**config.mk**
```make
export PLATFORM = sky130hd
export DESIGN_NAME = box_intersection_over_union
export DESIGN_NICKNAME = d
export VERILOG_FILES = /design/src/sv/biou_pkg.sv /design/src/sv/box_intersection_over_union.sv /design/src/sv/biou_front.sv /design/src/sv/biou_fifo.sv /design/src/sv/biou_back.sv
export VERILOG_INCLUDE_DIRS = /design/src /design/src/sv
export SDC_FILE = /design/constraint.sdc
export NUM_CORES = 2
export LEC_CHECK = 0
export ABC_AREA = 1
export BUFFER_PORTS_ARGS = -buffer_cell sky130_fd_sc_hd__buf_2
export CAP_MARGIN = 30
export CORE_MARGIN = 2
export CORE_UTILIZATION = 30
export CTS_CLUSTER_SIZE = 12
export DETAILED_ROUTE_END_ITERATION = 8
export GPL_TIMING_DRIVEN = 0
export SKIP_LAST_GASP = 1
export SLEW_MARGIN = 20
export SYNTH_ARGS = -nofsm -noshare
export SYNTH_HDL_FRONTEND = slang
export SYNTH_HIERARCHICAL = 1
export SYNTH_SLANG_ARGS = --single-unit
```
**constraint.sdc**
```tcl
create_clock -name i_clk -period 81 [get_ports i_clk]
set_input_delay 16.2 -clock i_clk [delete_from_list [all_inputs] [get_ports i_clk]]
set_output_delay 16.2 -clock i_clk [all_outputs]
set_load 0.02 [all_outputs]
```
**src/sv/assert_macros.svh**
```systemverilog
// Assertion macros shared by the box overlap RTL.
// No dependencies; included by the modules that carry checks.
`ifndef ASSERT_MACROS_SVH
`define ASSERT_MACROS_SVH

// Property checked every cycle outside reset.
`define ASSERT_RST(lbl, clk, rst_n, prop, msg) \
    lbl: assert property (@(posedge clk) disable iff (!rst_n) (prop)) else $error(msg);

// Same-cycle implication checked outside reset.
`define ASSERT_IMPL(lbl, clk, rst_n, ante, cons, msg) \
    lbl: assert property (@(posedge clk) disable iff (!rst_n) (ante) |-> (cons)) else $error(msg);

// Next-cycle implication checked outside reset.
`define ASSERT_NEXT(lbl, clk, rst_n, ante, cons, msg) \
    lbl: assert property (@(posedge clk) disable iff (!rst_n) (ante) |=> (cons)) else $error(msg);

`endif

```
**src/sv/biou_pkg.sv**
```systemverilog
// Shared constants, payload types and span helper for the box overlap block.
// No dependencies.
package biou_pkg;

    localparam int COORD_BITS    = 12;
    localparam int FRACTION_BITS = 16;
    localparam int AREA_BITS     = 2 * COORD_BITS;
    localparam int UNION_BITS    = AREA_BITS + 1;
    localparam int RATIO_BITS    = FRACTION_BITS + 1;
    localparam int DIV_STEPS     = RATIO_BITS;
    localparam int REM_BITS      = UNION_BITS + 1;
    localparam int FIFO_DEPTH    = 4;
    localparam int FIFO_PTR_BITS = $clog2(FIFO_DEPTH);
    localparam int FIFO_CNT_BITS = $clog2(FIFO_DEPTH + 1);

    localparam logic [RATIO_BITS-1:0] RATIO_ONE = {1'b1, {FRACTION_BITS{1'b0}}};

    typedef struct packed {
        logic [COORD_BITS-1:0] first_x;
        logic [COORD_BITS-1:0] first_y;
        logic [COORD_BITS-1:0] first_width;
        logic [COORD_BITS-1:0] first_height;
        logic [COORD_BITS-1:0] second_x;
        logic [COORD_BITS-1:0] second_y;
        logic [COORD_BITS-1:0] second_width;
        logic [COORD_BITS-1:0] second_height;
    } t_box_pair;

    typedef struct packed {
        logic [RATIO_BITS-1:0] overlap_ratio;
        logic [AREA_BITS-1:0]  overlap_area;
        logic [UNION_BITS-1:0] union_area;
    } t_iou_result;

    typedef struct packed {
        logic [AREA_BITS-1:0]  overlap_area;
        logic [UNION_BITS-1:0] union_area;
    } t_areas;

    function automatic logic [COORD_BITS-1:0] span_overlap(
        input logic [COORD_BITS-1:0] a_near,
        input logic [COORD_BITS-1:0] a_size,
        input logic [COORD_BITS-1:0] b_near,
        input logic [COORD_BITS-1:0] b_size
    );
        logic [COORD_BITS:0] a_far;
        logic [COORD_BITS:0] b_far;
        logic [COORD_BITS:0] lo;
        logic [COORD_BITS:0] hi;
        logic [COORD_BITS:0] diff;
        a_far = {1'b0, a_near} + {1'b0, a_size};
        b_far = {1'b0, b_near} + {1'b0, b_size};
        lo    = (a_near > b_near) ? {1'b0, a_near} : {1'b0, b_near};
        hi    = (a_far < b_far) ? a_far : b_far;
        diff  = hi - lo;
        return (hi > lo) ? diff[COORD_BITS-1:0] : '0;
    endfunction

endpackage

```
**src/sv/box_intersection_over_union.sv**
```systemverilog
// Intersection over union of two axis-aligned boxes.
// Input channel (i_in_valid / o_in_ready / i_in_data): one box pair per
// transaction, each box as x, y, width, height in pixels.
// Output channel (o_out_valid / i_out_ready / o_out_data): overlap ratio as
// unsigned Q1.16 truncated, overlap area and union area.
// Throughput: one transaction per cycle when the receiver keeps up.
// Path from input acceptance to output valid: three front
// stages (spans, 12x12 products, union add), the queue, and
// 17 divider stages, one quotient bit each.
// A four-entry queue sits between the area pipeline and the divider, so
// each half stalls on its own: when i_out_ready is low the divider holds,
// the queue fills, and only then does o_in_ready fall.
// Reset (i_rst_n low, synchronous) empties every stage and the queue;
// no transaction is in flight afterwards.
// Depends on biou_pkg, biou_front, biou_fifo and biou_back.
module box_intersection_over_union (
    input  logic                  i_clk,
    input  logic                  i_rst_n,
    input  logic                  i_in_valid,
    output logic                  o_in_ready,
    input  biou_pkg::t_box_pair   i_in_data,
    output logic                  o_out_valid,
    input  logic                  i_out_ready,
    output biou_pkg::t_iou_result o_out_data
);

    logic             w_push_valid;
    logic             w_push_ready;
    biou_pkg::t_areas w_push_data;
    logic             w_pop_valid;
    logic             w_pop_ready;
    biou_pkg::t_areas w_pop_data;

    biou_front u_front (
        .i_clk        (i_clk),
        .i_rst_n      (i_rst_n),
        .i_in_valid   (i_in_valid),
        .o_in_ready   (o_in_ready),
        .i_in_data    (i_in_data),
        .o_push_valid (w_push_valid),
        .i_push_ready (w_push_ready),
        .o_push_data  (w_push_data)
    );

    biou_fifo u_fifo (
        .i_clk        (i_clk),
        .i_rst_n      (i_rst_n),
        .i_push_valid (w_push_valid),
        .o_push_ready (w_push_ready),
        .i_push_data  (w_push_data),
        .o_pop_valid  (w_pop_valid),
        .i_pop_ready  (w_pop_ready),
        .o_pop_data   (w_pop_data)
    );

    biou_back u_back (
        .i_clk        (i_clk),
        .i_rst_n      (i_rst_n),
        .i_pop_valid  (w_pop_valid),
        .o_pop_ready  (w_pop_ready),
        .i_pop_data   (w_pop_data),
        .o_out_valid  (o_out_valid),
        .i_out_ready  (i_out_ready),
        .o_out_data   (o_out_data)
    );

endmodule

```
**src/sv/biou_front.sv**
```systemverilog
// Front pipeline: accepts box pairs, computes spans, areas and union area.
// Depends on biou_pkg and assert_macros.svh.
`include "assert_macros.svh"

module biou_front (
    input  logic                i_clk,
    input  logic                i_rst_n,
    input  logic                i_in_valid,
    output logic                o_in_ready,
    input  biou_pkg::t_box_pair i_in_data,
    output logic                o_push_valid,
    input  logic                i_push_ready,
    output biou_pkg::t_areas    o_push_data
);

    logic                                r_v1;
    logic                                r_v2;
    logic                                r_v3;
    logic [biou_pkg::COORD_BITS-1:0]     r_ow;
    logic [biou_pkg::COORD_BITS-1:0]     r_oh;
    logic [biou_pkg::COORD_BITS-1:0]     r_aw;
    logic [biou_pkg::COORD_BITS-1:0]     r_ah;
    logic [biou_pkg::COORD_BITS-1:0]     r_bw;
    logic [biou_pkg::COORD_BITS-1:0]     r_bh;
    logic [biou_pkg::AREA_BITS-1:0]      r_inter;
    logic [biou_pkg::AREA_BITS-1:0]      r_area_a;
    logic [biou_pkg::AREA_BITS-1:0]      r_area_b;
    biou_pkg::t_areas                    r_areas;
    logic [biou_pkg::COORD_BITS-1:0]     n_ow;
    logic [biou_pkg::COORD_BITS-1:0]     n_oh;
    logic [biou_pkg::UNION_BITS-1:0]     n_union;
    logic                                w_en;

    assign w_en       = !r_v3 || i_push_ready;
    assign o_in_ready = w_en;

    assign n_ow = biou_pkg::span_overlap(i_in_data.first_x, i_in_data.first_width,
                                         i_in_data.second_x, i_in_data.second_width);
    assign n_oh = biou_pkg::span_overlap(i_in_data.first_y, i_in_data.first_height,
                                         i_in_data.second_y, i_in_data.second_height);
    assign n_union = {1'b0, r_area_a} + {1'b0, r_area_b} - {1'b0, r_inter};

    always_ff @(posedge i_clk) begin
        if (!i_rst_n) begin
            r_v1 <= 1'b0;
            r_v2 <= 1'b0;
            r_v3 <= 1'b0;
        end else if (w_en) begin
            r_v1 <= i_in_valid;
            r_v2 <= r_v1;
            r_v3 <= r_v2;
        end
    end

    always_ff @(posedge i_clk) begin
        if (w_en) begin
            r_ow                 <= n_ow;
            r_oh                 <= n_oh;
            r_aw                 <= i_in_data.first_width;
            r_ah                 <= i_in_data.first_height;
            r_bw                 <= i_in_data.second_width;
            r_bh                 <= i_in_data.second_height;
            r_inter              <= biou_pkg::AREA_BITS'(r_ow) * biou_pkg::AREA_BITS'(r_oh);
            r_area_a             <= biou_pkg::AREA_BITS'(r_aw) * biou_pkg::AREA_BITS'(r_ah);
            r_area_b             <= biou_pkg::AREA_BITS'(r_bw) * biou_pkg::AREA_BITS'(r_bh);
            r_areas.overlap_area <= r_inter;
            r_areas.union_area   <= n_union;
        end
    end

    assign o_push_valid = r_v3;
    assign o_push_data  = r_areas;

    `ASSERT_IMPL(a_front_overlap_le_union, i_clk, i_rst_n, r_v3, (r_areas.overlap_area <= r_areas.union_area), "overlap area exceeds union area")

endmodule

```
**src/sv/biou_fifo.sv**
```systemverilog
// Short queue of area pairs between the front and back pipelines.
// Depends on biou_pkg and assert_macros.svh.
`include "assert_macros.svh"

module biou_fifo (
    input  logic             i_clk,
    input  logic             i_rst_n,
    input  logic             i_push_valid,
    output logic             o_push_ready,
    input  biou_pkg::t_areas i_push_data,
    output logic             o_pop_valid,
    input  logic             i_pop_ready,
    output biou_pkg::t_areas o_pop_data
);

    localparam logic [biou_pkg::FIFO_PTR_BITS-1:0] PTR_LAST =
        biou_pkg::FIFO_PTR_BITS'(biou_pkg::FIFO_DEPTH - 1);
    localparam logic [biou_pkg::FIFO_CNT_BITS-1:0] CNT_FULL =
        biou_pkg::FIFO_CNT_BITS'(biou_pkg::FIFO_DEPTH);

    biou_pkg::t_areas                    r_mem [biou_pkg::FIFO_DEPTH];
    logic [biou_pkg::FIFO_PTR_BITS-1:0]  r_wptr;
    logic [biou_pkg::FIFO_PTR_BITS-1:0]  r_rptr;
    logic [biou_pkg::FIFO_CNT_BITS-1:0]  r_count;
    logic                                w_push;
    logic                                w_pop;

    assign o_push_ready = (r_count != CNT_FULL);
    assign o_pop_valid  = (r_count != '0);
    assign o_pop_data   = r_mem[r_rptr];
    assign w_push       = i_push_valid && o_push_ready;
    assign w_pop        = o_pop_valid && i_pop_ready;

    always_ff @(posedge i_clk) begin
        if (!i_rst_n) begin
            r_wptr  <= '0;
            r_rptr  <= '0;
            r_count <= '0;
        end else begin
            if (w_push) begin
                r_wptr <= (r_wptr == PTR_LAST) ? '0 : r_wptr + 1'b1;
            end
            if (w_pop) begin
                r_rptr <= (r_rptr == PTR_LAST) ? '0 : r_rptr + 1'b1;
            end
            case ({w_push, w_pop})
                2'b10:   r_count <= r_count + 1'b1;
                2'b01:   r_count <= r_count - 1'b1;
                default: r_count <= r_count;
            endcase
        end
    end

    always_ff @(posedge i_clk) begin
        if (w_push) begin
            r_mem[r_wptr] <= i_push_data;
        end
    end

    `ASSERT_RST(a_fifo_count_bound, i_clk, i_rst_n, (r_count <= CNT_FULL), "queue count above depth")
    `ASSERT_NEXT(a_fifo_count_step, i_clk, i_rst_n, (w_push && !w_pop), (r_count == $past(r_count) + 1'b1), "queue count missed a push")

endmodule

```
**src/sv/biou_back.sv**
```systemverilog
// Back pipeline: one restoring division step per stage, overlap over union.
// Depends on biou_pkg and assert_macros.svh.
`include "assert_macros.svh"

module biou_back (
    input  logic                  i_clk,
    input  logic                  i_rst_n,
    input  logic                  i_pop_valid,
    output logic                  o_pop_ready,
    input  biou_pkg::t_areas      i_pop_data,
    output logic                  o_out_valid,
    input  logic                  i_out_ready,
    output biou_pkg::t_iou_result o_out_data
);

    localparam int LAST = biou_pkg::DIV_STEPS - 1;

    logic [biou_pkg::REM_BITS-1:0]   r_rem [biou_pkg::DIV_STEPS];
    logic [biou_pkg::UNION_BITS-1:0] r_div [biou_pkg::DIV_STEPS];
    logic [biou_pkg::RATIO_BITS-1:0] r_quo [biou_pkg::DIV_STEPS];
    logic [biou_pkg::AREA_BITS-1:0]  r_ovl [biou_pkg::DIV_STEPS];
    logic [biou_pkg::DIV_STEPS-1:0]  r_valid;

    logic [biou_pkg::REM_BITS-1:0]   w_rin  [biou_pkg::DIV_STEPS];
    logic [biou_pkg::UNION_BITS-1:0] w_din  [biou_pkg::DIV_STEPS];
    logic [biou_pkg::RATIO_BITS-1:0] w_qin  [biou_pkg::DIV_STEPS];
    logic [biou_pkg::AREA_BITS-1:0]  w_oin  [biou_pkg::DIV_STEPS];
    logic [biou_pkg::REM_BITS-1:0]   n_rem  [biou_pkg::DIV_STEPS];
    logic [biou_pkg::RATIO_BITS-1:0] n_quo  [biou_pkg::DIV_STEPS];
    logic                            w_en;

    assign w_en        = !r_valid[LAST] || i_out_ready;
    assign o_pop_ready = w_en;

    for (genvar s = 0; s < biou_pkg::DIV_STEPS; s++) begin : g_stage_in
        if (s == 0) begin : g_first
            assign w_rin[s] = biou_pkg::REM_BITS'(i_pop_data.overlap_area);
            assign w_din[s] = i_pop_data.union_area;
            assign w_qin[s] = '0;
            assign w_oin[s] = i_pop_data.overlap_area;
        end else begin : g_next
            assign w_rin[s] = {r_rem[s-1][biou_pkg::REM_BITS-2:0], 1'b0};
            assign w_din[s] = r_div[s-1];
            assign w_qin[s] = r_quo[s-1];
            assign w_oin[s] = r_ovl[s-1];
        end
    end

    always_comb begin
        logic [biou_pkg::REM_BITS-1:0] dext;
        logic                          fits;
        for (int s = 0; s < biou_pkg::DIV_STEPS; s++) begin
            dext     = {1'b0, w_din[s]};
            fits     = (w_rin[s] >= dext);
            n_rem[s] = fits ? (w_rin[s] - dext) : w_rin[s];
            n_quo[s] = {w_qin[s][biou_pkg::RATIO_BITS-2:0], fits};
        end
    end

    always_ff @(posedge i_clk) begin
        if (!i_rst_n) begin
            r_valid <= '0;
        end else if (w_en) begin
            r_valid <= {r_valid[biou_pkg::DIV_STEPS-2:0], i_pop_valid};
        end
    end

    always_ff @(posedge i_clk) begin
        if (w_en) begin
            for (int s = 0; s < biou_pkg::DIV_STEPS; s++) begin
                r_rem[s] <= n_rem[s];
                r_quo[s] <= n_quo[s];
                r_div[s] <= w_din[s];
                r_ovl[s] <= w_oin[s];
            end
        end
    end

    // empty overlap forces a zero ratio, also covering a zero union
    assign o_out_valid              = r_valid[LAST];
    assign o_out_data.overlap_ratio = (r_ovl[LAST] == '0) ? '0 : r_quo[LAST];
    assign o_out_data.overlap_area  = r_ovl[LAST];
    assign o_out_data.union_area    = r_div[LAST];

    `ASSERT_IMPL(a_back_ratio_bound, i_clk, i_rst_n, o_out_valid, (o_out_data.overlap_ratio <= biou_pkg::RATIO_ONE), "ratio above one")
    `ASSERT_IMPL(a_back_ratio_one, i_clk, i_rst_n, (o_out_valid && (o_out_data.overlap_ratio == biou_pkg::RATIO_ONE)), ({1'b0, o_out_data.overlap_area} == o_out_data.union_area), "ratio of one without full overlap")

endmodule
```
## After elaboration in Yosys (flattened, before gate mapping)

Memory sizes are Yosys's and may differ from the RTL's. A register that Yosys moved wholly into a read port is not among the register bits.
Cells that the tools add are included.

- Input bits: 100
- Output and inout port bits: 68
- Bits in writable memories: 1760
- Flip-flop bits (word level): 220
- Memories: 5
- Logic and storage cells: 123

Memory list:

| name | words | bits a word | read ports | clocked after Yosys merged registers in | write ports | RTL line | RTL |
|---|---|---|---|---|---|---|---|
| u_back.r_rem | 17 | 26 | 16 | 0 | 17 | biou_back.sv:18 | `logic [biou_pkg::REM_BITS-1:0] r_rem [biou_pkg::DIV_STEPS];` |
| u_back.r_div | 17 | 25 | 17 | 0 | 17 | biou_back.sv:19 | `logic [biou_pkg::UNION_BITS-1:0] r_div [biou_pkg::DIV_STEPS];` |
| u_back.r_ovl | 17 | 24 | 17 | 0 | 17 | biou_back.sv:21 | `logic [biou_pkg::AREA_BITS-1:0] r_ovl [biou_pkg::DIV_STEPS];` |
| u_back.r_quo | 17 | 17 | 17 | 0 | 17 | biou_back.sv:20 | `logic [biou_pkg::RATIO_BITS-1:0] r_quo [biou_pkg::DIV_STEPS];` |
| u_fifo.r_mem | 4 | 49 | 1 | 1 | 1 | biou_fifo.sv:21 | `biou_pkg::t_areas r_mem [biou_pkg::FIFO_DEPTH];` |

- Reduce and logical (&&, ||, !) cells: 9
- Multiply operators: 3
- Add/subtract/negate cells: 29
- Magnitude comparators: 23
- Multiplexer cells: 31
- Eq/ne operators: 5

Operator list:

| operator | count |
|---|---|
| $mux W26 | 17 |
| $ge A26 B25 Y1 | 16 |
| $sub A26 B25 Y26 | 16 |
| $mul A12 B12 Y24 | 3 |
| $add A12 B12 Y13 | 4 |
| $gt A13 B12 Y1 | 2 |
| $lt A13 B13 Y1 | 2 |
| $mux W13 | 2 |
| $sub A24 B25 Y26 | 1 |
| $add A24 B24 Y25 | 1 |
| $ge A24 B25 Y1 | 1 |
| $sub A25 B24 Y25 | 1 |
| $gt A12 B12 Y1 | 2 |
| $logic_not A24 Y1 | 1 |
| $mux W12 | 2 |
| $sub A12 B12 Y12 | 2 |
| $mux W17 | 1 |
| $mux W2 | 4 |
| $eq A2 B2 Y1 const B | 3 |
| $pmux W3 S2 | 1 |
| $add A2 B1 Y2 const B | 2 |
| $mux W1 | 4 |
| $add A3 B1 Y3 const B | 1 |
| $ne A3 B3 Y1 const B | 1 |
| other kinds (7) | 10 |

## Longest topological paths before layout

- Word-level depth: 5
- Gate-level depth with buffers: 34
- Mapped depth without buffers: 32

## Modules after synthesis

The synthesis kept the hierarchy.

By module, submodules not included:

| module | sequential area each (µm²) | instances | area each (µm²) | cells each |
|---|---|---|---|---|
| biou_back | 41960.2 | 1 | 82454.1 | 9817 |
| biou_front | 5855.6 | 1 | 27330.0 | 3275 |
| biou_fifo | 6065.8 | 1 | 7749.9 | 543 |

## Least setup slack after synthesis

Ideal clock, no wire load.

- Kind: input to register
- From: input port i_out_ready
- To: register u_fifo/r_count[2] (netlist bit)
- Arrival time: 58.027 ns
- Library setup time: 0.110 ns
- Buffers on the path: 1
- Required time: 80.890 ns
- Slack: 22.863 ns
- Stages: 14
- Path through: nor2_1 -> clkinv_1 -> buf_1 -> nand2_1 -> inv_1 -> ha_1 -> inv_1 -> fa_1 -> inv_1 -> nand2_1 -> nand3_1 -> nand2_1 -> inv_1 -> nor2_1

- Longest elaborated chain between the ends: 4
- Elaborated cells between the ends (all ways): 6
- Those cells by class: eq/ne (2); mux (1); reduce/logical (3)

Ends and longest elaborated chain:

| element | RTL line | RTL |
|---|---|---|
| start, declared | box_intersection_over_union.sv:23 | `input logic i_out_ready,` |
| $logic_or A1 B1 Y1 * | biou_back.sv:32 | `assign w_en = !r_valid[LAST] \|\| i_out_ready;` |
| net w_pop_ready | box_intersection_over_union.sv:31 | `logic w_pop_ready;` |
| $logic_and A1 B1 Y1 * | biou_fifo.sv:32 | `assign w_pop = o_pop_valid && i_pop_ready;` |
| net u_fifo.w_pop | biou_fifo.sv:26 | `logic w_pop;` |
| $eq A2 B1 Y1 or $eq A2 B2 Y1 (tied branches) | biou_fifo.sv:46 | `case ({w_push, w_pop})` |
| $pmux W3 S2 or $reduce_bool A2 Y1 (tied branches) | n/a |  |
| end signal, assigned | biou_fifo.sv:47 | `2'b10: r_count <= r_count + 1'b1;` |
| end signal, assigned | biou_fifo.sv:48 | `2'b01: r_count <= r_count - 1'b1;` |
| end signal, assigned | biou_fifo.sv:49 | `default: r_count <= r_count;` |
| end, declared | biou_fifo.sv:24 | `logic [biou_pkg::FIFO_CNT_BITS-1:0] r_count;` |

Mark *: on every way through the listed nets, which the timed path passes. The rest lies on a longest branch.
A chain may end at the register's enable or synchronous reset.

## Worst setup path in the final report

- From: input port i_in_data[3] (netlist bit)
- To: register u_front/r_oh[10] (netlist bit), data pin

- Longest elaborated chain between the ends: 4
- Elaborated cells between the ends (all ways): 5
- Those cells by class: add/sub (2); order compare (2); mux (1)

Ends and longest elaborated chain:

| element | RTL line | RTL |
|---|---|---|
| start, declared | box_intersection_over_union.sv:21 | `input biou_pkg::t_box_pair i_in_data,` |
| $add A12 B12 Y13 * | biou_pkg.sv:52 | `b_far = {1'b0, b_near} + {1'b0, b_size};` |
| $lt A13 B13 Y1 | biou_pkg.sv:54 | `hi = (a_far < b_far) ? a_far : b_far;` |
| $mux W13 * | biou_pkg.sv:54 |  |
| $sub A12 B12 Y12 or $gt A13 B12 Y1 (tied branches) | biou_pkg.sv:55, biou_pkg.sv:56 |  |
| end signal, assigned | biou_front.sv:58 | `r_oh <= n_oh;` |
| end, declared | biou_front.sv:20 | `logic [biou_pkg::COORD_BITS-1:0] r_oh;` |

Mark *: on every way between the ends. The rest lies on a longest branch, timed or not.

==> reports/metrics.yaml <==
netlist.area_leader.share: 0.4535
vias: 87040
min_path_type: "register to register"
wl_met2_mm: 146.8
final_common_cell: "nand2_1"
skew_ps: 101.5
ioPinCount: 168
clkLatencyLatePin_ps: 940
drive_gt1_frac: 0.06444
clock_path_buffers: 4
synth.top_cells.by_area: "edfxtp_1 45%, nand2_1 14%, inv_1 9.1%"
wl_met3_mm: 14.12
synth_area_per_cell_um2: 8.620
synth.area.mux_share: 0
die_x_um: 629.9
cp_max_fo: 10
port-buffer-count: 167
crit_required_ps: 81580
ant_nets: 0
yosysUniqueCellTypes: 57
synth_ff_type: "edfxtp_1"
cts_root_buffer: "clkbuf_16"
slowest_stage: "fa_1"
period_share: 0.2484
fin_nets: 15270
core_area_um2: 389700
clkTransAtPathRegs_ps: 60
postCtsSetupBuffers: 0
outcome: "complete, no violations"
fin_crit_ps: 20120
dr.pass1.iters: 7
worstSetupStartpointType: "input port"
ctsResizeCount: 0
postCtsHoldBufs: 0
drc: 0
rows: 229
track_usage: 0.1544
wirelength_mm: 313.8
hold_viol: 0
dp_hpwl_mm: 253.3
mostFrequentLayoutCells: "4509 x nand2_1, 2862 x inv_1, 1775 x edfxtp_1"
finalSetupViolCount: 0
place.gp.congestion: 0.9390
rsz0062_at_grt: "no"
preCtsSetupSlack_ps: 60070
die_h_um: 629.9
worst_slew_pin_slew_ps: 962.8
first_global_vias: 83560
synth_top_area_cell: "edfxtp_1"
grt_pass1_wl_mm: 481.8
synthArstFlopShare: 0
cts_tree: "done"
yosys_warnings: 6
relSlewSlack: 0.3581
crit_arrival_ps: 20690
max_stage_delay_ps: 470
end_kind: "register"
drt-vias-per-instance: 4.484
synth_compound_area_frac: 0.03499
dieArea_um2: 396800
synth_edf_count: 1775
numCtsBuffers: 202
gr-total-overflow: 0
synth_top_family_by_area: "simple AND/OR/NAND/NOR gates"
htree_levels: 4
area_delta_synth_final_pct: 12.67
initial_core_util: 0.3016
drt_iter0_markers: 6774
cts_sinks: 1804
fmax_ghz: 0.04970
fin_setup_tns_ps: 0
synth.cell_area_um2: 117500
critPathKind: "input port to register"
synth_nets: 14840
synth_seq_area_share: 0.4584
final_max_slew_viol_count: 0
synthCells: 13640
highest_layer: "met5"
ys_ff_latch: 1804
drt-met1-wl_mm: 144.5
synthAdderAreaFrac: 0.1398
wl_per_cell_um: 16.16
setup_slack_ps: 60880
antenna_found_initial: 3
synth-xor-area-share: 0.02452
crit_path_frequent_cell: "nand2_1"
grt_max_degree: 111
maxCapViolCount: 0
synth-simple-area-share: 0.2345
==> stage by stage <==
stage / cell area, µm² / instances / hold WS (ps) / utilization
after floorplan: 117500 / 13640 / 400.3 / -
after global placement: 124900 / 19000 / 400.2 / 0.3205
after detailed placement: 126200 / 19060 / 404.5 / 0.3238
after global routing: 132400 / 19410 / 376.2 / 0.3398
after CTS: 132400 / 19410 / 378.5 / 0.3398
final: 132400 / 19410 / 386.3 / 0.3398
==> synth_stat cells (all sizes together) (14+ instances only) <==
cell type / n
a21o: 14
a21oi: 347
and2: 33
buf: 184
clkbuf: 111
dfxtp: 29
edfxtp: 1775
fa: 347
ha: 758
inv: 2899
nand2: 4544
nand3: 442
nand3b: 23
nand4: 537
nor2: 783
nor3: 49
nor3b: 17
o21a: 23
o21ai: 241
o21bai: 17
o22ai: 49
or2: 39
xnor2: 81
xor2: 248
==> worst max-delay path, delay by kind of cell <==
| kind | cells | cell delay [ps] |
|---|---|---|
| fa+ha+maj | 4 | 1400 |
| compound gates | 6 | 1110 |
| xor+xnor | 2 | 510 |
| simple gates | 15 | 1310 |
| buf+inv | 2 | 170 |
==> kinds of logic after synthesis <==
group,after synthesis
compound gates,724
xor+xnor,329
fa+ha+maj,1105
buf+inv,3195
flops,1804
simple gates,6478
==> routing by layer <==
metal,global-route usage,vias up
met1,0.2093,40440
met2,0.2618,2079
li1,-,44090
met5,0,-
met4,0.04062,2
met3,0.01624,432
==> layout make-up <==
cell class | instances | area, µm²
well taps | 5197 | 6502
fillers | 40360 | 257200
plain buffers | 295 | 1775
repair buffers | 226 | 2110
inverters | 2900 | 10900
flip-flops and latches | 1804 | 53880
clock inverters | 101 | 917.1
diodes | 1 | 2.502
multi-input cells | 8636 | 51020
clock buffers | 253 | 5321
==> sequential cells by signal, indices dropped and copies added, names as in the netlist, 17 cells and up, named ones only <==
register,count
u_back/r_div,425
u_back/r_ovl,408
u_back/r_rem,400
u_fifo/r_mem,196
u_back/r_quo,153
u_front/o_push_data,49
u_front/r_area_a,24
u_front/r_area_b,24
u_front/r_inter,24
u_back/r_valid,17
==> worst paths after layout <==
check                            start  slack [ps]                   end  cells past startpoint
setup / recovery          i_in_data[3]       60880      u_front/r_oh[10]                     29
hold / removal    u_back/r_ovl[0][270]         390  u_back/r_ovl[0][294]                      0
setup reg to reg       u_front/r_aw[6]       75370  u_front/r_area_a[19]                     18
hold reg to reg   u_back/r_ovl[0][270]         390  u_back/r_ovl[0][294]                      0
Power is left out: the tool's default activity adds up to more than one toggle a clock period on the data nets, which glitch-free logic cannot reach.
